`src/sv/projective_reprojection_error_macros.svh`:
```
// ----------------------------------------------------------------------------
// Assertion macros for the projective reprojection error block
// Concurrent checks, compiled out when NO_ASSERTIONS is set.
// ----------------------------------------------------------------------------
`ifndef PROJECTIVE_REPROJECTION_ERROR_MACROS_SVH
`define PROJECTIVE_REPROJECTION_ERROR_MACROS_SVH

`ifndef NO_ASSERTIONS
`define PRE_ASSERT(lbl, clk, rst_n, prop) \
    lbl: assert property (@(posedge clk) disable iff (!rst_n) (prop)) \
        else $error("assertion failed");
`define PRE_ASSERT_NEXT(lbl, clk, rst_n, ante, cons) \
    lbl: assert property (@(posedge clk) disable iff (!rst_n) (ante) |=> (cons)) \
        else $error("assertion failed");
`else
`define PRE_ASSERT(lbl, clk, rst_n, prop)
`define PRE_ASSERT_NEXT(lbl, clk, rst_n, ante, cons)
`endif

`endif

```
`src/sv/pre_pkg.sv`:
```
// ----------------------------------------------------------------------------
// pre_pkg
// Shared types, constants and saturation helpers of the reprojection block.
// ----------------------------------------------------------------------------
package pre_pkg;

    localparam int VALUE_WIDTH_DEF = 32;
    localparam int DATA_W          = 32;
    localparam int ENTRIES         = 12;
    localparam int IDX_W           = 4;
    localparam int FRAC            = 16;
    localparam int ACC_W           = 66;
    localparam int NUM_W           = DATA_W + FRAC;
    localparam int QUEUE_DEPTH     = 2;

    typedef enum logic {
        OP_LOAD = 1'b0,
        OP_PROJ = 1'b1
    } t_op;

    typedef enum logic [1:0] {
        ST_OK         = 2'd0,
        ST_ZERO_DEPTH = 2'd1,
        ST_SAT        = 2'd2
    } t_status;

    // Work item between front and back: a load carries the entry in a0,
    // a projection carries the point in a0..a2.
    typedef struct packed {
        t_op               op;
        logic [IDX_W-1:0]  idx;
        logic [DATA_W-1:0] a0;
        logic [DATA_W-1:0] a1;
        logic [DATA_W-1:0] a2;
        logic              pt_sat;
        logic [DATA_W-1:0] obs_x;
        logic [DATA_W-1:0] obs_y;
    } t_cmd;

    typedef struct packed {
        logic [DATA_W-1:0] rx;
        logic [DATA_W-1:0] ry;
        t_status           status;
    } t_res;

    function automatic int eff_width(input int w);
        int e;
        e = w;
        if (e > DATA_W) e = DATA_W;
        if (e < 16) e = 16;
        return e;
    endfunction

    function automatic logic signed [ACC_W-1:0] sx32(input logic [DATA_W-1:0] v);
        return ACC_W'(signed'(v));
    endfunction

    // Returns {saturated flag, value clipped to eff signed bits}.
    function automatic logic [DATA_W:0] sat_val(input logic signed [ACC_W-1:0] v,
                                                 input int eff);
        logic signed [ACC_W-1:0] hi;
        logic signed [ACC_W-1:0] lo;
        logic [DATA_W:0]         r;
        hi = (signed'(ACC_W'(1)) <<< (eff - 1)) - signed'(ACC_W'(1));
        lo = -hi - signed'(ACC_W'(1));
        if (v > hi) begin
            r = {1'b1, hi[DATA_W-1:0]};
        end else if (v < lo) begin
            r = {1'b1, lo[DATA_W-1:0]};
        end else begin
            r = {1'b0, v[DATA_W-1:0]};
        end
        return r;
    endfunction

endpackage

```
`src/sv/pre_queue.sv`:
```
// ----------------------------------------------------------------------------
// pre_queue
// Small first-in first-out queue of registers.
// ----------------------------------------------------------------------------
`include "projective_reprojection_error_macros.svh"

module pre_queue #(
    parameter int W     = 8,
    parameter int DEPTH = pre_pkg::QUEUE_DEPTH
) (
    input  logic         i_clk,
    input  logic         i_rst_n,
    input  logic         i_push,
    input  logic [W-1:0] i_data,
    output logic         o_full,
    input  logic         i_pop,
    output logic [W-1:0] o_data,
    output logic         o_empty
);

    localparam int PW = (DEPTH > 1) ? $clog2(DEPTH) : 1;
    localparam int CW = $clog2(DEPTH + 1);

    logic [W-1:0]  r_mem [DEPTH];
    logic [PW-1:0] r_wr;
    logic [PW-1:0] r_rd;
    logic [CW-1:0] r_count;
    logic          do_push;
    logic          do_pop;

    assign o_full  = (r_count == CW'(DEPTH));
    assign o_empty = (r_count == '0);
    assign o_data  = r_mem[r_rd];
    assign do_push = i_push && !o_full;
    assign do_pop  = i_pop && !o_empty;

    always_ff @(posedge i_clk) begin
        if (!i_rst_n) begin
            r_wr    <= '0;
            r_rd    <= '0;
            r_count <= '0;
        end else begin
            if (do_push) begin
                r_wr <= (r_wr == PW'(DEPTH - 1)) ? '0 : r_wr + 1'b1;
            end
            if (do_pop) begin
                r_rd <= (r_rd == PW'(DEPTH - 1)) ? '0 : r_rd + 1'b1;
            end
            if (do_push && !do_pop) begin
                r_count <= r_count + 1'b1;
            end else if (do_pop && !do_push) begin
                r_count <= r_count - 1'b1;
            end
        end
    end

    always_ff @(posedge i_clk) begin
        if (do_push) begin
            r_mem[r_wr] <= i_data;
        end
    end

    `PRE_ASSERT(a_count_max, i_clk, i_rst_n, r_count <= CW'(DEPTH))
    `PRE_ASSERT_NEXT(a_count_up, i_clk, i_rst_n, do_push && !do_pop, r_count == $past(r_count) + 1'b1)
    `PRE_ASSERT_NEXT(a_count_dn, i_clk, i_rst_n, do_pop && !do_push, r_count == $past(r_count) - 1'b1)

endmodule

```
`config.mk`:
```
export PLATFORM = sky130hd
export DESIGN_NAME = pre_queue
export DESIGN_NICKNAME = d
export VERILOG_FILES = /design/src/sv/pre_pkg.sv /design/src/sv/pre_queue.sv
export VERILOG_INCLUDE_DIRS = /design/src /design/src/sv
export SDC_FILE = /design/constraint.sdc
export NUM_CORES = 1
export LEC_CHECK = 0
export CORE_UTILIZATION = 45
export CTS_BUF_LIST = sky130_fd_sc_hd__clkbuf_8
export CTS_CLUSTER_DIAMETER = 80
export DETAILED_ROUTE_END_ITERATION = 6
export DONT_BUFFER_PORTS = 1
export PLACE_DENSITY = 0.62
export SLEW_MARGIN = 40
export SYNTH_ARGS = -nofsm -noshare
export SYNTH_HDL_FRONTEND = slang
export SYNTH_SLANG_ARGS = --single-unit
```
`constraint.sdc`:
```
create_clock -name i_clk -period 2.8 [get_ports i_clk]
set_input_delay 0.28 -clock i_clk [delete_from_list [all_inputs] [get_ports i_clk]]
set_output_delay 0.28 -clock i_clk [all_outputs]
set_load 0.01 [all_outputs]
```
==> results by group <==
Setup path
  – Critical R2R Launch: r_count[0]
  – CP Capture Type: flop
  – Worst Setup SP: r_count[0]
  – Critical Setup Path Class: reg -> reg
  – Worst Path Required: 2990 ps
  – Startpoint class of the critical path: flop
  – Max FO, Critical Path: 5
  – Worst path arrival time: 1770 ps

Placed design
  – Post-DP HPWL: 783 µm
  – Placement Cell Area: 835 µm²
  – GPL Wtd Cong: 0.613
  – Port bufs: 0
  – Pre-CTS WS: 1220 ps

Timing
  – Final Skew: 4.40 ps
  – Final setup TNS: 0 ps
  – Max Freq: 0.632 GHz
  – Worst slew pin tran: 691 ps
  – RSZ-0062 raised after global routing: false
  – Final worst slack: 1220 ps
  – Final period util: 56.5%
  – Slew headroom: 53.7%
  – Final hold violations: 0
  – Max-slew violation count: 0
  – Final setup vio count: 0
  – Final Critical Period: 1580 ps

Floorplanning
  – Die area: 0.00197 mm²
  – Io pins: 22
  – Row count: 14
  – Core Box Area: 0.00159 mm²
  – Die Ht: 44.4 µm
  – Width of the die: 44.4 µm
  – Initial Util: 50.8%

Synth
  – Xor-xnor portion of the synthesized cell area: 3.25%
  – Yosys reg bits: 21
  – Yosys warning count: 0
  – Synth Area in Simple Gates: 6.80%
  – Sequential area share after synthesis: 71.7%
  – Cell variety after synth: 20
  – Largest area contributor in the netlist: edfxtp_1
  – Post-synth top area share: 59.4%
  – Synthesized-area fraction occupied by ao, oa, aoi and oai cells: 4.02%
  – Cell count after synthesis: 50
  – Mapped Nets: 63
  – Post-Synth Adder-Cell Area: 1.55%
  – Largest family of logic cells by synthesized area: multiplexers
  – Avg Inst Size Synth: 16.2 µm²
  – Mux share of post-synthesis cell area: 11.1%
  – Synth area leaders: edfxtp_1 59%, dfxtp_1 12%, mux2_2 11%
  – Synthesized area: 810 µm²

Detailed routing
  – DRC viols: 0
  – Routed WL: 1050 µm
  – Via count: 396
  – Initial DRC count: 6
  – First drt pass iteration count: 4
  – Vias/cell: 5.14
  – Remaining antenna violation count: 0
  – Drt wl/cell: 13.6 µm

CTS
  – Clk sink count: 21
  – H-tree levels: 1
  – Post-cts sizing count: 0
  – Clk_lat worst skew: 250 ps
  – Clk root buf: clkbuf_8
  – Clock transition at path regs: 70 ps
  – CTS Hold Buffers Added: 0
  – CTS tree: yes
  – Bufs on Longest Clock Path: 2
  – Num CTS Buffers: 3
  – Post-CTS Setup Inserts: 0

Outcome
  – Outcome: complete, no violations

Global route
  – Vias in the first global route: 394
  – Global-route wire length before repair: 1730 µm
  – Initial antenna violation count: 0
  – Gr ovfl total: 0
  – Largest net degree at the start of global routing: 13
  – GRT Total Usage: 12.8%

Power and ir drop
  – PD cells: 942 mW/mm²
  – Pwr Total: 0.830 mW
  – Leakage dissipation: 0.306 nW
  – Peak VDD IR: 539 µV

Min path
  – Hold path start: i_data[5]
  – Hold Path Class: in -> reg

Layout
  – Antenna diode count: 0
  – Share of cells above drive strength 1: 26.4%
  – Final Util: 55.3%
  – Area Growth Syn to Fin: 8.81%
  – Nets: 67
  – Final instance area: 881 µm²

Flow run
  – Max-cap viol count: 0
==> cells by family (layout without fill, tap and decap cells) <==
family / count (synthesis) / after routing
flip-flops: 21 / 21
adder cells (fa/ha/maj): 1 / 1
multiplexers: 8 / 8
XOR/XNOR: 3 / 3
AO/OA/AOI/OAI: 5 / 5
buffers and inverters: 3 / 6
AND/OR/NAND/NOR: 9 / 9
==> state kept, by name (all words and copies together), names as in the netlist, named ones only <==
signal	cells
r_rd	1
r_count	2
r_mem	16
r_wr	1
==> layout by cell type (no fill, tap or decap) <==
master | netlist | final
inv_1 | 1 | 1
xnor2_1 | 2 | 2
mux2_2 | 8 | 8
or3_1 | 1 | 1
o21ai_1 | 1 | 1
dfxtp_1 | 5 | 5
nor3_2 | 1 | 1
inv_2 | 1 | 1
ha_1 | 1 | 1
clkinv_2 | 0 | 1
o21a_1 | 1 | 1
xor2_1 | 1 | 1
a21boi_0 | 1 | 1
and2_1 | 3 | 3
clkbuf_8 | 0 | 3
edfxtp_1 | 16 | 16
o21ai_0 | 1 | 1
nand2b_1 | 1 | 1
and3_1 | 1 | 1
a21boi_1 | 1 | 1
nor2_1 | 2 | 2
==> area by class of cell <==
type	instances	area (µm²)
clock buffer	3	41.3
fill	125	713
sequential	21	581
clock inverter	1	5.00
tap	24	30.0
multi-input combinational	26	216
inverter	2	7.51
==> cells in the mapped netlist <==
master and number:
buf_2 1, and2_1 3, nor2_1 2, mux2_2 8, nor3_2 1, a21boi_1 1
xnor2_1 2, dfxtp_1 5, inv_1 1, o21a_1 1, xor2_1 1, nand2b_1 1
or3_1 1, edfxtp_1 16, a21boi_0 1, inv_2 1, o21ai_1 1, ha_1 1
o21ai_0 1, and3_1 1
==> power breakdown <==
part	internal (mW)	switching (mW)	leakage (nW)	total (mW)
logic	0.0969	0.108	0.0898	0.204
registers	0.398	0.0422	0.191	0.441
clock network	0.0986	0.0865	0.0255	0.185
total	0.594	0.236	0.306	0.830
==> routing by layer <==
metal  track usage, %  wire [µm]  part of all wire [%]
met5                0          0                     0
met4             5.45          4                  0.38
met3             5.71         88                   8.4
met2             22.9        555                    53
met1             12.6        402                    38
==> through the flow <==
stage          std cells  hold slack (ps)
6_report              77              121
2_1_floorplan         50              379
3_3_place_gp          73              379
4_1_cts               77              112
3_5_place_dp          73              379
5_1_grt               77             99.5
==> final timing paths <==
path,slack (ps),cells after the start,end
max,1220,6,r_count[1]
min,120,0,r_mem[1][5]
max reg2reg,1220,6,r_count[1]
min reg2reg,550,2,r_count[1]
==> worst max-delay path, cell delays in order, from the launching register on <==
cell	delay, ps
dfxtp_1	430
nand2b_1	180
inv_2	70
nor2_1	90
ha_1	260
or3_1	350
a21boi_1	140
Power figures use the tool's default switching activity.
