--- src/sv/projective_reprojection_error_macros.svh ---
// ----------------------------------------------------------------------------
// Assertion macros for the projective reprojection error block
// Concurrent checks, compiled out when NO_ASSERTIONS is set.
// ----------------------------------------------------------------------------
`ifndef PROJECTIVE_REPROJECTION_ERROR_MACROS_SVH
`define PROJECTIVE_REPROJECTION_ERROR_MACROS_SVH

`ifndef NO_ASSERTIONS
`define PRE_ASSERT(lbl, clk, rst_n, prop) \
    lbl: assert property (@(posedge clk) disable iff (!rst_n) (prop)) \
        else $error("assertion failed");
`define PRE_ASSERT_NEXT(lbl, clk, rst_n, ante, cons) \
    lbl: assert property (@(posedge clk) disable iff (!rst_n) (ante) |=> (cons)) \
        else $error("assertion failed");
`else
`define PRE_ASSERT(lbl, clk, rst_n, prop)
`define PRE_ASSERT_NEXT(lbl, clk, rst_n, ante, cons)
`endif

`endif

--- src/sv/pre_pkg.sv ---
// ----------------------------------------------------------------------------
// pre_pkg
// Shared types, constants and saturation helpers of the reprojection block.
// ----------------------------------------------------------------------------
package pre_pkg;

    localparam int VALUE_WIDTH_DEF = 32;
    localparam int DATA_W          = 32;
    localparam int ENTRIES         = 12;
    localparam int IDX_W           = 4;
    localparam int FRAC            = 16;
    localparam int ACC_W           = 66;
    localparam int NUM_W           = DATA_W + FRAC;
    localparam int QUEUE_DEPTH     = 2;

    typedef enum logic {
        OP_LOAD = 1'b0,
        OP_PROJ = 1'b1
    } t_op;

    typedef enum logic [1:0] {
        ST_OK         = 2'd0,
        ST_ZERO_DEPTH = 2'd1,
        ST_SAT        = 2'd2
    } t_status;

    // Work item between front and back: a load carries the entry in a0,
    // a projection carries the point in a0..a2.
    typedef struct packed {
        t_op               op;
        logic [IDX_W-1:0]  idx;
        logic [DATA_W-1:0] a0;
        logic [DATA_W-1:0] a1;
        logic [DATA_W-1:0] a2;
        logic              pt_sat;
        logic [DATA_W-1:0] obs_x;
        logic [DATA_W-1:0] obs_y;
    } t_cmd;

    typedef struct packed {
        logic [DATA_W-1:0] rx;
        logic [DATA_W-1:0] ry;
        t_status           status;
    } t_res;

    function automatic int eff_width(input int w);
        int e;
        e = w;
        if (e > DATA_W) e = DATA_W;
        if (e < 16) e = 16;
        return e;
    endfunction

    function automatic logic signed [ACC_W-1:0] sx32(input logic [DATA_W-1:0] v);
        return ACC_W'(signed'(v));
    endfunction

    // Returns {saturated flag, value clipped to eff signed bits}.
    function automatic logic [DATA_W:0] sat_val(input logic signed [ACC_W-1:0] v,
                                                 input int eff);
        logic signed [ACC_W-1:0] hi;
        logic signed [ACC_W-1:0] lo;
        logic [DATA_W:0]         r;
        hi = (signed'(ACC_W'(1)) <<< (eff - 1)) - signed'(ACC_W'(1));
        lo = -hi - signed'(ACC_W'(1));
        if (v > hi) begin
            r = {1'b1, hi[DATA_W-1:0]};
        end else if (v < lo) begin
            r = {1'b1, lo[DATA_W-1:0]};
        end else begin
            r = {1'b0, v[DATA_W-1:0]};
        end
        return r;
    endfunction

endpackage

--- src/sv/pre_front.sv ---
// ----------------------------------------------------------------------------
// pre_front
// Accepts requests, forms saturated sums and drops loads to missing entries.
// ----------------------------------------------------------------------------
module pre_front #(
    parameter int VALUE_WIDTH = pre_pkg::VALUE_WIDTH_DEF
) (
    input  logic                      i_clk,
    input  logic                      i_rst_n,
    input  logic                      push,
    output logic                      full,
    input  logic                      i_opcode,
    input  logic [pre_pkg::IDX_W-1:0] i_entry_index,
    input  logic [31:0]               i_camera_delta,
    input  logic [31:0]               i_camera_base,
    input  logic [31:0]               i_point_x_delta,
    input  logic [31:0]               i_point_y_delta,
    input  logic [31:0]               i_point_z_delta,
    input  logic [31:0]               i_point_x_base,
    input  logic [31:0]               i_point_y_base,
    input  logic [31:0]               i_point_z_base,
    input  logic [31:0]               i_observed_x,
    input  logic [31:0]               i_observed_y,
    output logic                      o_cmd_push,
    output pre_pkg::t_cmd             o_cmd,
    input  logic                      i_cmd_full
);

    localparam int EffW = pre_pkg::eff_width(VALUE_WIDTH);

    logic          r_valid;
    pre_pkg::t_cmd r_cmd;
    pre_pkg::t_cmd n_cmd;
    logic          accept;
    logic          keep;
    logic [32:0]   s_cam;
    logic [32:0]   s_x;
    logic [32:0]   s_y;
    logic [32:0]   s_z;

    assign full       = r_valid && i_cmd_full;
    assign accept     = push && !full;
    assign o_cmd_push = r_valid;
    assign o_cmd      = r_cmd;

    always_comb begin
        s_cam = pre_pkg::sat_val(pre_pkg::sx32(i_camera_delta)
                                 + pre_pkg::sx32(i_camera_base), EffW);
        s_x   = pre_pkg::sat_val(pre_pkg::sx32(i_point_x_delta)
                                 + pre_pkg::sx32(i_point_x_base), EffW);
        s_y   = pre_pkg::sat_val(pre_pkg::sx32(i_point_y_delta)
                                 + pre_pkg::sx32(i_point_y_base), EffW);
        s_z   = pre_pkg::sat_val(pre_pkg::sx32(i_point_z_delta)
                                 + pre_pkg::sx32(i_point_z_base), EffW);
        n_cmd.op     = pre_pkg::t_op'(i_opcode);
        n_cmd.idx    = i_entry_index;
        n_cmd.a0     = (n_cmd.op == pre_pkg::OP_LOAD) ? s_cam[31:0] : s_x[31:0];
        n_cmd.a1     = s_y[31:0];
        n_cmd.a2     = s_z[31:0];
        n_cmd.pt_sat = s_x[32] | s_y[32] | s_z[32];
        n_cmd.obs_x  = i_observed_x;
        n_cmd.obs_y  = i_observed_y;
        // drop loads aimed past the last matrix entry
        keep = (n_cmd.op == pre_pkg::OP_PROJ)
               || (i_entry_index < pre_pkg::IDX_W'(pre_pkg::ENTRIES));
    end

    always_ff @(posedge i_clk) begin
        if (!i_rst_n) begin
            r_valid <= 1'b0;
        end else if (accept) begin
            r_valid <= keep;
        end else if (!i_cmd_full) begin
            r_valid <= 1'b0;
        end
    end

    always_ff @(posedge i_clk) begin
        if (accept) begin
            r_cmd <= n_cmd;
        end
    end

endmodule

--- config.mk ---
export PLATFORM = sky130hd
export DESIGN_NAME = pre_front
export DESIGN_NICKNAME = d
export VERILOG_FILES = /design/src/sv/projective_reprojection_error_macros.svh /design/src/sv/pre_pkg.sv /design/src/sv/pre_front.sv
export SDC_FILE = /design/constraint.sdc
export NUM_CORES = 1
export LEC_CHECK = 0
export ABC_AREA = 1
export BUFFER_PORTS_ARGS = -buffer_cell sky130_fd_sc_hd__buf_2
export CELL_PAD_IN_SITES_DETAIL_PLACEMENT = 0
export CELL_PAD_IN_SITES_GLOBAL_PLACEMENT = 2
export CORE_AREA = 4 4 247 225
export DETAILED_ROUTE_END_ITERATION = 16
export DIE_AREA = 0 0 251 229
export GPL_ROUTABILITY_DRIVEN = 0
export PLACE_DENSITY_LB_ADDON = 0.05
export SLEW_MARGIN = 0
export SYNTH_ARGS = -nofsm -noshare
export SYNTH_HDL_FRONTEND = slang
export SYNTH_SLANG_ARGS = --single-unit
--- constraint.sdc ---
create_clock -name i_clk -period 10.5 [get_ports i_clk]
set_clock_uncertainty 0.1 [all_clocks]
set_input_delay 1.575 -clock i_clk [delete_from_list [all_inputs] [get_ports i_clk]]
set_output_delay 1.575 -clock i_clk [all_outputs]
set_load 0.01 [all_outputs]
==> results by group, run 1 <==
Run status
  • Outcome: finished clean

Critical path
  • CP max FO: 22
  • CP required: 10.55 ns
  • CP Buf/Inv Count: 3
  • CP Launch Type: input port
  • Crit Reg-Reg Startpoint: o_cmd_push$_SDFFE_PN0P_
  • Critical path class: input port to flop
  • Largest stage delay on the critical path: 0.54 ns
  • CP most frequent cell: nand2_1
  • Slowest CP cell: inv_1
  • Setup crit start: i_point_z_base[0]
  • Largest delay share family, worst path: simple AND/OR/NAND/NOR gates
  • WP data arrival: around 4.3 ns
  • Kind of end point of the critical path: flop
  • R2R setup slack: approximately 8.3 ns
  • CP cell instances: buf_2 > ha_1 > inv_1 > fa_1 > nand3b_1 > nand2_1 > nand3_1 > nand2_1 > nand2_1 > nand2_1 > nand2_1 > nand2_1 > nand2_1 > nand2_1 > nand2_1 > inv_1 > o21ai_0

Yosys
  • Post-synth cell types: ~50
  • Syn_area_per_cell: 7.416 um2
  • Synthesized area: 14680 um2
  • Ys Warns: 0
  • Area contributors post-synth: edfxtp_1 34%, nand2_1 18%, ha_1 11%
  • Fraction of registers with async set or reset after synthesis: 0%
  • Most used DFF post-synth: edfxtp_1
  • Count leader, synth: nand2_1
  • FF+latch count, synth: around 170
  • Register area share after synthesis: about 34%
  • Mapped Cells: 1980
  • Area share of the largest cell type after synthesis: 33.95%
  • Synth top cells by count: 697 x nand2_1, 230 x inv_1, 166 x edfxtp_1, 164 x nor2_1, 139 x a21oi_1
  • Synth area leader: edfxtp_1
  • Post-Syn Nets: approximately 2400
  • Number of synthesized flops with an enable pin: 166

Die
  • Site row count: 80
  • # IOs: between 400 and 500
  • Core Box Area: between 50000 and 60000 um2
  • Starting Density: between 20% and 30%
  • Die Ht: 229 um
  • Die W: approximately 250 um
  • Die area: about 57000 um2

STA
  • Final setup violation count: 0
  • Max-slew violations: 0
  • Slew margin rel.: 23.56%
  • Hold Violations, Final: 0
  • Post-route clock period utilization: about two fifths
  • TNS Setup: 0 ns
  • Hold slack: between 0.7 and 0.8 ns
  • RSZ-0062 raised after global routing: false
  • Setup WS post-layout: roughly 6.3 ns
  • Tmin final: approximately 4.2 ns
  • Maximum clock frequency: ~240 MHz
  • Slew @ Worst Pin: roughly 1.1 ns

Detailed routing
  • 1st-iter DRT viols: 821
  • DRT Pass-1 Iters: 5
  • Via count: roughly 14000
  • DRC violations left: 0
  • Post-route ant nets: 0
  • WL per Instance: about 18 um
  • Vias per cell: roughly 4.5
  • Routed WL: roughly 57000 um

Place
  • Setup WS pre-CTS: ~5.7 ns
  • Port bufs: just under 500
  • Hpwl dp: between 40000 and 50000 um

Final layout
  • Core Util, Final: a little over a third
  • Syn-to-layout area delta: 25.82%
  • Share of cells above drive strength 1: 25.26%
  • Final #Nets: roughly 2900

Hold path
  • Hold Crit Class: flop to flop
  • Hold Startpoint: o_cmd_push$_SDFFE_PN0P_

Power
  • Max VDD drop: ~0.10 mV
  • Power Density: 137.5 nW/um2
  • Pleak: between 9 and 10 nW

Clock tree
  • Root Buffer: clkbuf_16
  • # hold bufs at CTS: 0
  • Htree depth: 4
  • Post-CTS Setup Inserts: 0
  • Post-CTS Resized: 0
  • CTS max path bufs: 2
  • CTS tree: built
  • Total CTS buffers: 17
  • Clk slew on worst S/H paths: about 0.070 ns
  • # clock sinks: roughly 170
  • Clock latency on the worst-skew pair: ~0.45 ns

GRT
  • Largest net degree at the start of global routing: between 80 and 90
  • Antenna violations before repair: 4
  • Gr usage total: 19.29%
  • Global-route wire length before repair: between 80000 and 90000 um
  • Vias in the first global route: between 10000 and 15000
  • GRT overflow: 0

Flow run
  • Max Cap Viol: 0
cell type report:
class | count | area [um2]
fillers | 5771 | 34280
multi-input cells | 1554 | 8556
flip-flops and latches | 167 | 5005
repair buffers | 498 | 2497
inverters | 236 | 895.9
well taps | 697 | 872.1
clock buffers | 17 | 425.4
clock inverters | 14 | 221.5
diodes | 1 | 2.502
where the power goes:
group	internal, mW	switching, mW
combinational	0.341	0.619
clock	0.424	0.283
sequential	0.847	0.0257
total	1.61	0.927
placed cells by master (no fill, tap or decap), types with 3 or more instances in the layout:
master,instances
a21o_1,14
a21oi_1,139
a21oi_2,6
and2_1,3
buf_2,496
bufinv_16,5
clkbuf_16,17
edfxtp_1,166
fa_1,4
ha_1,128
inv_1,230
inv_2,4
inv_8,3
nand2_1,697
nand2_2,41
nand2_4,5
nand3_1,79
nand3b_1,10
nand4_1,8
nor2_1,163
nor2_2,8
nor3_1,15
nor4_1,7
o211ai_1,3
o21a_1,3
o21ai_0,52
o21ai_1,6
o21ai_2,21
o21bai_1,30
xnor2_1,44
xor2_1,47
kinds of logic after synthesis:
kind of cell / count (synthesis) / share of synthesized area (%)
xor gates and xnor gates: 91 / 5.428
DFF: 167 / 34.08
AOI/OAI and AO/OA: 282 / 11.41
and+or+nand+nor: 1049 / 29.93
buffers and inverters: 259 / 7.703
adders and majority gates: 132 / 11.45
flip-flops by register name (all words and copies together) (netlist names):
register,count
o_cmd_push,1
o_cmd,166
per-stage QoR:
step           instances  cell area (um2)  power (mW)
5_1_grt             3184            18480       2.715
4_1_cts             3183            18470       2.579
3_5_place_dp        3152            17830       1.860
3_3_place_gp        3152            17830       1.859
2_1_floorplan       1980            14680       1.519
6_report            3184            18480       2.540
layer usage:
metal	share of wire, %	track usage, %	vias to the layer above
met2	45	31.34	376
met5	0.047	0	-
met1	48	26.89	6481
li1	-	-	7453
met3	4.9	3.460	45
met4	1.6	4.282	4
path summary, 6_finish.rpt:
check / end / cells after the start
min reg2reg: o_cmd_push$_SDFFE_PN0P_ / 3
min: o_cmd_push$_SDFFE_PN0P_ / 3
max: o_cmd[87]$_SDFFCE_PN1P_ / 17
max reg2reg: o_cmd[127]$_SDFFCE_PN1P_ / 4
worst register-to-register path, delay by kind of cell, from the launching register on:
kind | cells | cell delay [ns]
buffers and inverters | 2 | 1.00
DFF | 1 | 0.34
and+or+nand+nor | 2 | 0.25
(Power assumes the default switching activity.)
==> run 2: changes to the inputs <==
--- a/config.mk
+++ b/config.mk
@@ -9,9 +9,9 @@
 export BUFFER_PORTS_ARGS = -buffer_cell sky130_fd_sc_hd__buf_2
 export CELL_PAD_IN_SITES_DETAIL_PLACEMENT = 0
 export CELL_PAD_IN_SITES_GLOBAL_PLACEMENT = 2
-export CORE_AREA = 4 4 247 225
+export CORE_AREA = 4 4 261 237
 export DETAILED_ROUTE_END_ITERATION = 16
-export DIE_AREA = 0 0 251 229
+export DIE_AREA = 0 0 265 241
 export GPL_ROUTABILITY_DRIVEN = 0
 export PLACE_DENSITY_LB_ADDON = 0.05
 export SLEW_MARGIN = 0
==> constraint.sdc (replaced) <==
create_clock -name i_clk -period 3.4 [get_ports i_clk]
set_clock_uncertainty 0.1 [all_clocks]
set_input_delay 0.51 -clock i_clk [delete_from_list [all_inputs] [get_ports i_clk]]
set_output_delay 0.51 -clock i_clk [all_outputs]
set_load 0.01 [all_outputs]
==> results by group, run 2 (same netlist as run 1, synthesis figures left out) <==
Final layout
  • Commonest non-fill, non-tap cell in the layout: nand2_1
  • Share of cells above drive strength 1: 25.89% (+0.63 points)
  • Design Area, Final: 18760 um2 (+1.5%)
  • Finished Layout Cells: 3291 (+3.4%)
  • Sequential cell area: 5005 um2 (unchanged)
  • Core Util, Final: 31.61% (-3.4 points)
  • Fillers: 6594 (+14%)
  • Most frequent cells in the layout: 696 x nand2_1, 496 x buf_2, 229 x inv_1
  • Flip-flop count of the largest register, all copies and words added: 166 (unchanged)
  • Syn-to-layout area delta: 27.75%
  • Final #Nets: 2955 (+0.68%)
  • Footprint of the multi-input gates: 8572 um2 (+0.19%)

Critical path
  • Kind of end point of the critical path: flop
  • CP required: 3.51 ns (-7.04 ns)
  • CP max FO: 15 (-32%)
  • Crit Reg-Reg Startpoint: o_cmd_push$_SDFFE_PN0P_
  • CP Launch Type: input port
  • Largest delay share family, worst path: simple AND/OR/NAND/NOR gates
  • Worst R2R End: o_cmd[24]$_DFFE_PP_
  • R2R setup slack: 1.58 ns (-6.76 ns)
  • CP most frequent cell: nand2_1
  • Slowest CP cell: fa_1
  • Largest stage delay on the critical path: 0.39 ns (-0.15 ns)
  • Worst r2r path cells: 4 (unchanged)
  • CP Buf/Inv Count: 4 (+1)
  • WP data arrival: 2.75 ns (-1.50 ns)
  • CP cell instances: buf_2 > ha_1 > inv_1 > fa_1 > nand3b_1 > nand2_1 > nand3_1 > nand2_1 > nand2_1 > nand2_1 > nand2_1 > nand2_1 > nand2_1 > nand2_1 > nand2_1 > inv_1 > buf_4 > o21ai_0
  • Critical path class: input port to flop

Clock tree
  • Post-CTS Resized: 0 (unchanged)
  • Clock latency on the worst-skew pair: 0.47 ns (+0.02 ns)
  • # clock sinks: 167 (unchanged)
  • Root Buffer: clkbuf_16
  • CTS max path bufs: 2 (unchanged)
  • Post-CTS Setup Inserts: 0 (unchanged)
  • CTS tree: built
  • Total CTS buffers: 17 (unchanged)
  • Clk slew on worst S/H paths: 0.07 ns (about the same)
  • Htree depth: 4 (unchanged)
  • # hold bufs at CTS: 0 (unchanged)

Hold path
  • Worst Hold End: o_cmd[59]$_DFFE_PP_
  • Hold Startpoint: i_observed_x[27]
  • Hold Crit Class: input port to flop
  • Worst Hold Path Cells: 1 (-2)

Detailed routing
  • DRT Pass-1 Iters: 5 (unchanged)
  • DRC violations left: 0 (unchanged)
  • Via count: 14590 (+1.6%)
  • Vias per cell: 4.434 (-1.7%)
  • Post-route ant nets: 0 (unchanged)
  • WL per Instance: 18.24 um (+1.6%)
  • Routed WL: 60020 um (+5.0%)
  • 1st-iter DRT viols: 832 (+1.3%)

Die
  • # IOs: 497 (unchanged)
  • Starting Density: 24.74% (-3.1 points)
  • Site row count: 85 (+6.3%)
  • Die Ht: 241 um (+5.2%)
  • Die W: 265 um (+5.6%)
  • Core Box Area: 59340 um2 (+12%)
  • Die area: 63870 um2 (+11%)

STA
  • Hold Violations, Final: 0 (unchanged)
  • Maximum clock frequency: around 380 MHz
  • Post-route clock period utilization: around 78%
  • Hold slack: 0.1050 ns (-0.6288 ns)
  • RSZ-0062 raised after global routing: false
  • Slew margin rel.: 66.11% (+43 points)
  • Max-slew violations: 0 (unchanged)
  • Tmin final: around 2.6 ns
  • Final setup violation count: 0 (unchanged)
  • Slew @ Worst Pin: 0.5039 ns (-0.6428 ns)

GRT
  • Largest net degree at the start of global routing: 80 (-4.8%)
  • Antenna violations before repair: 6 (+2)
  • GRT overflow: 0 (unchanged)
  • Global-route wire length before repair: 88020 um (+2.3%)
  • Vias in the first global route: 14690 (-0.082%)
  • Gr usage total: 18.08% (-1.2 points)

Flow run
  • Max Cap Viol: 0 (unchanged)

Place
  • Dpl cell area: 18180 um2 (+2.0%)
  • Port bufs: 496 (unchanged)
  • Hpwl dp: 52150 um (+5.4%)
  • Placed cells: 3258 (+3.4%)

Power
  • Power Total: 7.768 mW (+210%)
  • Pleak: 9.445 nW (+0.86%)
  • Max VDD drop: 0.3714 mV (+270%)
  • Power Density: 414.1 nW/um2 (+200%)

Run status
  • Outcome: finished clean
## run 2: cell count changes in the layout (fill, tap and decap cells not counted), sizes merged
cell / delta
clkinvlp: +3
clkbuf: +1
clkinv: -1
inv: +1
buf: +20
bufinv: -3
## run 2: power breakdown
group | total [mW] | internal [mW] | switching [mW]
clock | 1.99 | 1.09 | 0.907
sequential | 2.71 | 2.61 | 0.0935
combinational | 3.07 | 1.12 | 1.95
total | 7.77 | 4.81 | 2.95
## run 2: worst max path at each step
stage / start / end / slack, ns / depth (start not counted)
CTS: i_point_z_base[0] / o_cmd[81]$_SDFFCE_PN1P_ / 0.80 / 18
global route: i_point_z_delta[0] / o_cmd[69]$_SDFFCE_PN1P_ / 0.51 / 18
finish: i_point_z_base[0] / o_cmd[81]$_SDFFCE_PN1P_ / 0.76 / 18
detailed placement: i_point_z_base[0] / o_cmd[81]$_SDFFCE_PN1P_ / 0.26 / 18
floorplan: i_cmd_full / o_cmd[0]$_DFFE_PP_ / -0.18 / 3
global placement: i_point_z_base[0] / o_cmd[70]$_SDFFCE_PN1P_ / 0.33 / 18
## run 2: metal layers
layer  part of all wire, %  wire, um  track usage, %
met1                    48     28920           25.68
met2                    44     26610           28.31
met3                   5.9      3547           3.853
met4                   1.5       911           4.113
met5                 0.062        37               0
## run 2: worst reg2reg max path, stage by stage (launching register included)
cell	delay [ns]
dfxtp_1	0.36
nand2_8	0.08
inv_6	0.04
nor2_4	0.33
buf_4	0.50
## run 2: metrics by stage
stage               setup WS (ns)  TNS, ns
floorplan                 -0.1791   -29.72
global placement           0.3260        0
detailed placement         0.2576        0
CTS                        0.8010        0
global route               0.5051        0
finish                     0.7590        0
## run 2: area by class of cell
type                       instances  area share (%)
clock buffer                      18           2.288
antenna                            1         0.01334
inverter                         236           4.802
sequential                       167           26.68
clock inverter                    14          0.7870
timing repair buffer             518           14.51
tap                              783           5.222
multi-input combinational       1554           45.69
==> run 3: changes to the inputs <==
--- a/config.mk
+++ b/config.mk
@@ -5,13 +5,13 @@
 export SDC_FILE = /design/constraint.sdc
 export NUM_CORES = 1
 export LEC_CHECK = 0
-export ABC_AREA = 1
+export ABC_AREA = 0
 export BUFFER_PORTS_ARGS = -buffer_cell sky130_fd_sc_hd__buf_2
 export CELL_PAD_IN_SITES_DETAIL_PLACEMENT = 0
 export CELL_PAD_IN_SITES_GLOBAL_PLACEMENT = 2
-export CORE_AREA = 4 4 261 237
+export CORE_AREA = 4 4 222 202
 export DETAILED_ROUTE_END_ITERATION = 16
-export DIE_AREA = 0 0 265 241
+export DIE_AREA = 0 0 226 206
 export GPL_ROUTABILITY_DRIVEN = 0
 export PLACE_DENSITY_LB_ADDON = 0.05
 export SLEW_MARGIN = 0
==> constraint.sdc (replaced) <==
create_clock -name i_clk -period 2.5 [get_ports i_clk]
set_clock_uncertainty 0.1 [all_clocks]
set_input_delay 0.375 -clock i_clk [delete_from_list [all_inputs] [get_ports i_clk]]
set_output_delay 0.375 -clock i_clk [all_outputs]
set_load 0.01 [all_outputs]
==> results by group, run 3 <==
Yosys
  • Area contributors post-synth: edfxtp_1 39%, ha_1 13%, a21oi_1 5.3%
  • Post-Syn Nets: 1716 (-30%)
  • Synth area leader: edfxtp_1
  • Ys Warns: 0 (unchanged)
  • Mapped Cells: 1255 (-37%)
  • Fraction of registers with async set or reset after synthesis: 0% (unchanged)
  • Number of synthesized flops with an enable pin: 166 (unchanged)
  • Area share of the largest cell type after synthesis: 39.45% (+5.5 points)
  • Synthesized area: 12640 um2 (-14%)
  • Synth top cells by count: 166 x edfxtp_1, 134 x a21oi_1, 128 x ha_1, 115 x nand2_1, 72 x o21ai_0
  • FF+latch count, synth: 167 (unchanged)
  • Post-synth cell types: 70 (+43%)
  • Count leader, synth: edfxtp_1
  • Most used DFF post-synth: edfxtp_1
  • Register area share after synthesis: 39.60% (+5.5 points)
  • Syn_area_per_cell: 10.07 um2 (+36%)

Clock tree
  • Clk slew on worst S/H paths: 0.08 ns (about the same)
  • Clock latency on the worst-skew pair: 0.46 ns (about the same)
  • CTS tree: built
  • Total CTS buffers: 17 (unchanged)
  • CTS max path bufs: 2 (unchanged)
  • Root Buffer: clkbuf_16
  • # clock sinks: 167 (unchanged)
  • Htree depth: 4 (unchanged)

Die
  • Die area: 46560 um2 (-27%)
  • Die Ht: 206 um (-15%)
  • # IOs: 497 (unchanged)
  • Die W: 226 um (-15%)
  • Site row count: 72 (-15%)
  • Starting Density: 29.66% (+4.9 points)
  • Core Box Area: 42610 um2 (-28%)

Power
  • Max VDD drop: 0.3880 mV (+4.5%)
  • P_int: 7.715 mW (+60%)
  • Pleak: 10.12 nW (+7.2%)
  • Sw Share: 35.17% (-2.9 points)
  • Comb pwr share: 46.0% (+6.5 points)
  • Clk pwr share: 23.1% (-2.5 points)
  • Sequential share of power: 30.9% (-4.0 points)
  • Power Total: 11.90 mW (+53%)
  • Sw power: 4.185 mW (+42%)
  • Power Density: 549.7 nW/um2 (+33%)

STA
  • Post-route clock period utilization: 130.3%
  • Hold Violations, Final: 0 (unchanged)
  • Tmin final: roughly 3.3 ns
  • Final setup violation count: 96 (+96)
  • RSZ-0062 raised after global routing: true
  • Maximum clock frequency: about 310 MHz
  • Hold slack: 0.06433 ns (-0.04067 ns)
  • Slew @ Worst Pin: 0.5238 ns (+0.01992 ns)
  • Slew margin rel.: 64.91% (-1.2 points)
  • Setup WS post-layout: -0.7566 ns (-1.516 ns)
  • Max-slew violations: 0 (unchanged)

Final layout
  • Share of cells above drive strength 1: 51.94% (+26 points)
  • Flip-flop count of the largest register, all copies and words added: 166 (unchanged)
  • Finished Layout Cells: 2802 (-15%)
  • Most frequent cells in the layout: 482 x buf_2, 386 x buf_4, 166 x edfxtp_1
  • Design Area, Final: 21650 um2 (+15%)
  • Final #Nets: 2693 (-8.9%)
  • Commonest non-fill, non-tap cell in the layout: buf_2
  • Syn-to-layout area delta: 71.30%

GRT
  • GRT overflow: 0 (unchanged)
  • Largest net degree at the start of global routing: 60 (-25%)
  • Gr usage total: 21.59% (+3.5 points)
  • Global-route wire length before repair: 77620 um (-12%)
  • Antenna violations before repair: 10 (+4)
  • Vias in the first global route: 13520 (-7.9%)

Place
  • Hpwl dp: 43030 um (-17%)
  • Port bufs: 496 (unchanged)
  • Setup WS pre-CTS: -1.311 ns (-1.569 ns)
  • Dpl cell area: 19070 um2 (+4.9%)
  • Placed cells: 2647 (-19%)

Detailed routing
  • Via count: 13490 (-7.5%)
  • Post-route ant nets: 0 (unchanged)
  • WL per Instance: 18.97 um (+4.0%)
  • Routed WL: 53160 um (-11%)
  • Vias per cell: 4.815 (+8.6%)
  • 1st-iter DRT viols: 646 (-22%)
  • DRT Pass-1 Iters: 7 (+2)
  • DRC violations left: 0 (unchanged)

Hold path
  • Hold Crit Class: input port to flop

Critical path
  • Kind of end point of the critical path: flop
  • CP max FO: 3 (-12)
  • CP Launch Type: input port
  • CP required: 2.60 ns (-0.91 ns)
  • WP data arrival: 3.36 ns (+0.61 ns)
  • Critical path class: input port to flop

Run status
  • Outcome: finished with violations
  • Failing checks: setup timing

Flow run
  • Max Cap Viol: 0 (unchanged)
[run 3: changes by cell type after synthesis, sizes merged, moves of 20 or more]
cell,delta
nand2,-630
inv,-191
nor2,-118
nand3,-67
a21o,+54
a22oi,+32
clkbuf,+30
nand2b,+21
o21a,+20
[run 3: worst paths after layout]
kind / start / to / slack (ns) / cells past startpoint
hold reg to reg: o_cmd_push$_SDFFE_PN0P_ / o_cmd_push$_SDFFE_PN0P_ / 0.56 / 3
setup reg to reg: o_cmd_push$_SDFFE_PN0P_ / o_cmd[9]$_DFFE_PP_ / 0.87 / 4
setup / recovery: i_point_x_delta[0] / o_cmd[64]$_DFFE_PP_ / -0.76 / 14
hold / removal: i_rst_n / o_cmd_push$_SDFFE_PN0P_ / 0.06 / 2
[run 3: power by group through the flow]
| stage | clock [mW] | combinational (mW) | sequential [mW] |
|---|---|---|---|
| floorplan | 0 | 2.41 | 3.90 |
| global placement | 0 | 4.67 | 3.74 |
| detailed placement | 0 | 4.69 | 3.74 |
| CTS | 2.84 | 5.29 | 3.68 |
| global route | 2.95 | 5.92 | 3.70 |
| finish | 2.75 | 5.47 | 3.67 |
[run 3: what timing repair did]
action | in CTS | in global routing
gates resized for setup | 103 | 56
setup endpoints to repair | 97 | 97
hold buffers | 68 | 0
pin swaps | 50 | 46
setup buffers | 36 | 22
cloned | 7 | 3
endpoints found under the hold margin | 68 | 0
[run 3: final cells by class]
| type | instances | area (um2) |
|---|---|---|
| clock inverters | 15 | 193.9 |
| fillers | 4074 | 20960 |
| inverters | 45 | 168.9 |
| flip-flops and latches | 167 | 5005 |
| diodes | 2 | 5.005 |
| well taps | 555 | 694.4 |
| clock buffers | 17 | 425.4 |
| multi-input cells | 1004 | 8239 |
| repair buffers | 997 | 6915 |
[run 3: critical path: stages]
cell and delay (ns):
buf_6 0.08, ha_4 0.13, inv_2 0.04, fa_2 0.35, and2b_1 0.23, o31ai_2 0.08
or3_1 0.32, a311o_1 0.31, a211o_1 0.30, a311oi_2 0.32, a2bb2oi_2 0.18, or2_4 0.18
nand2_2 0.07, or4_1 0.41
[run 3: metrics by stage]
step                      setup TNS, ns  utilization [%]
after floorplan                 -233.79                -
after global placement          -103.26            44.75
after detailed placement        -103.66            44.75
after CTS                        -39.21            49.87
after global routing             -54.61            50.79
final                            -45.39            50.80
[run 3: kinds of logic (layout without fill, tap and decap cells)]
family | count (synthesis) | after routing | share of synthesized area [%]
AO/OA/AOI/OAI | 447 | 447 | 24.09
XOR/XNOR | 103 | 103 | 7.139
multiplexers | 2 | 2 | 0.1584
adder cells (fa/ha/maj) | 145 | 145 | 14.34
AND/OR/NAND/NOR | 304 | 307 | 11.57
other | 0 | 2 | 0
flip-flops | 167 | 167 | 39.60
buffers and inverters | 87 | 1074 | 3.099
[run 3: routing by layer]
layer  GRT usage, %  wire (um)  vias to the layer above
li1               -          -                     6714
met3          3.465       2712                       48
met2          36.32      24990                      379
met4          5.381        886                        4
met1          29.12      24550                     6348
met5              0         22                        -
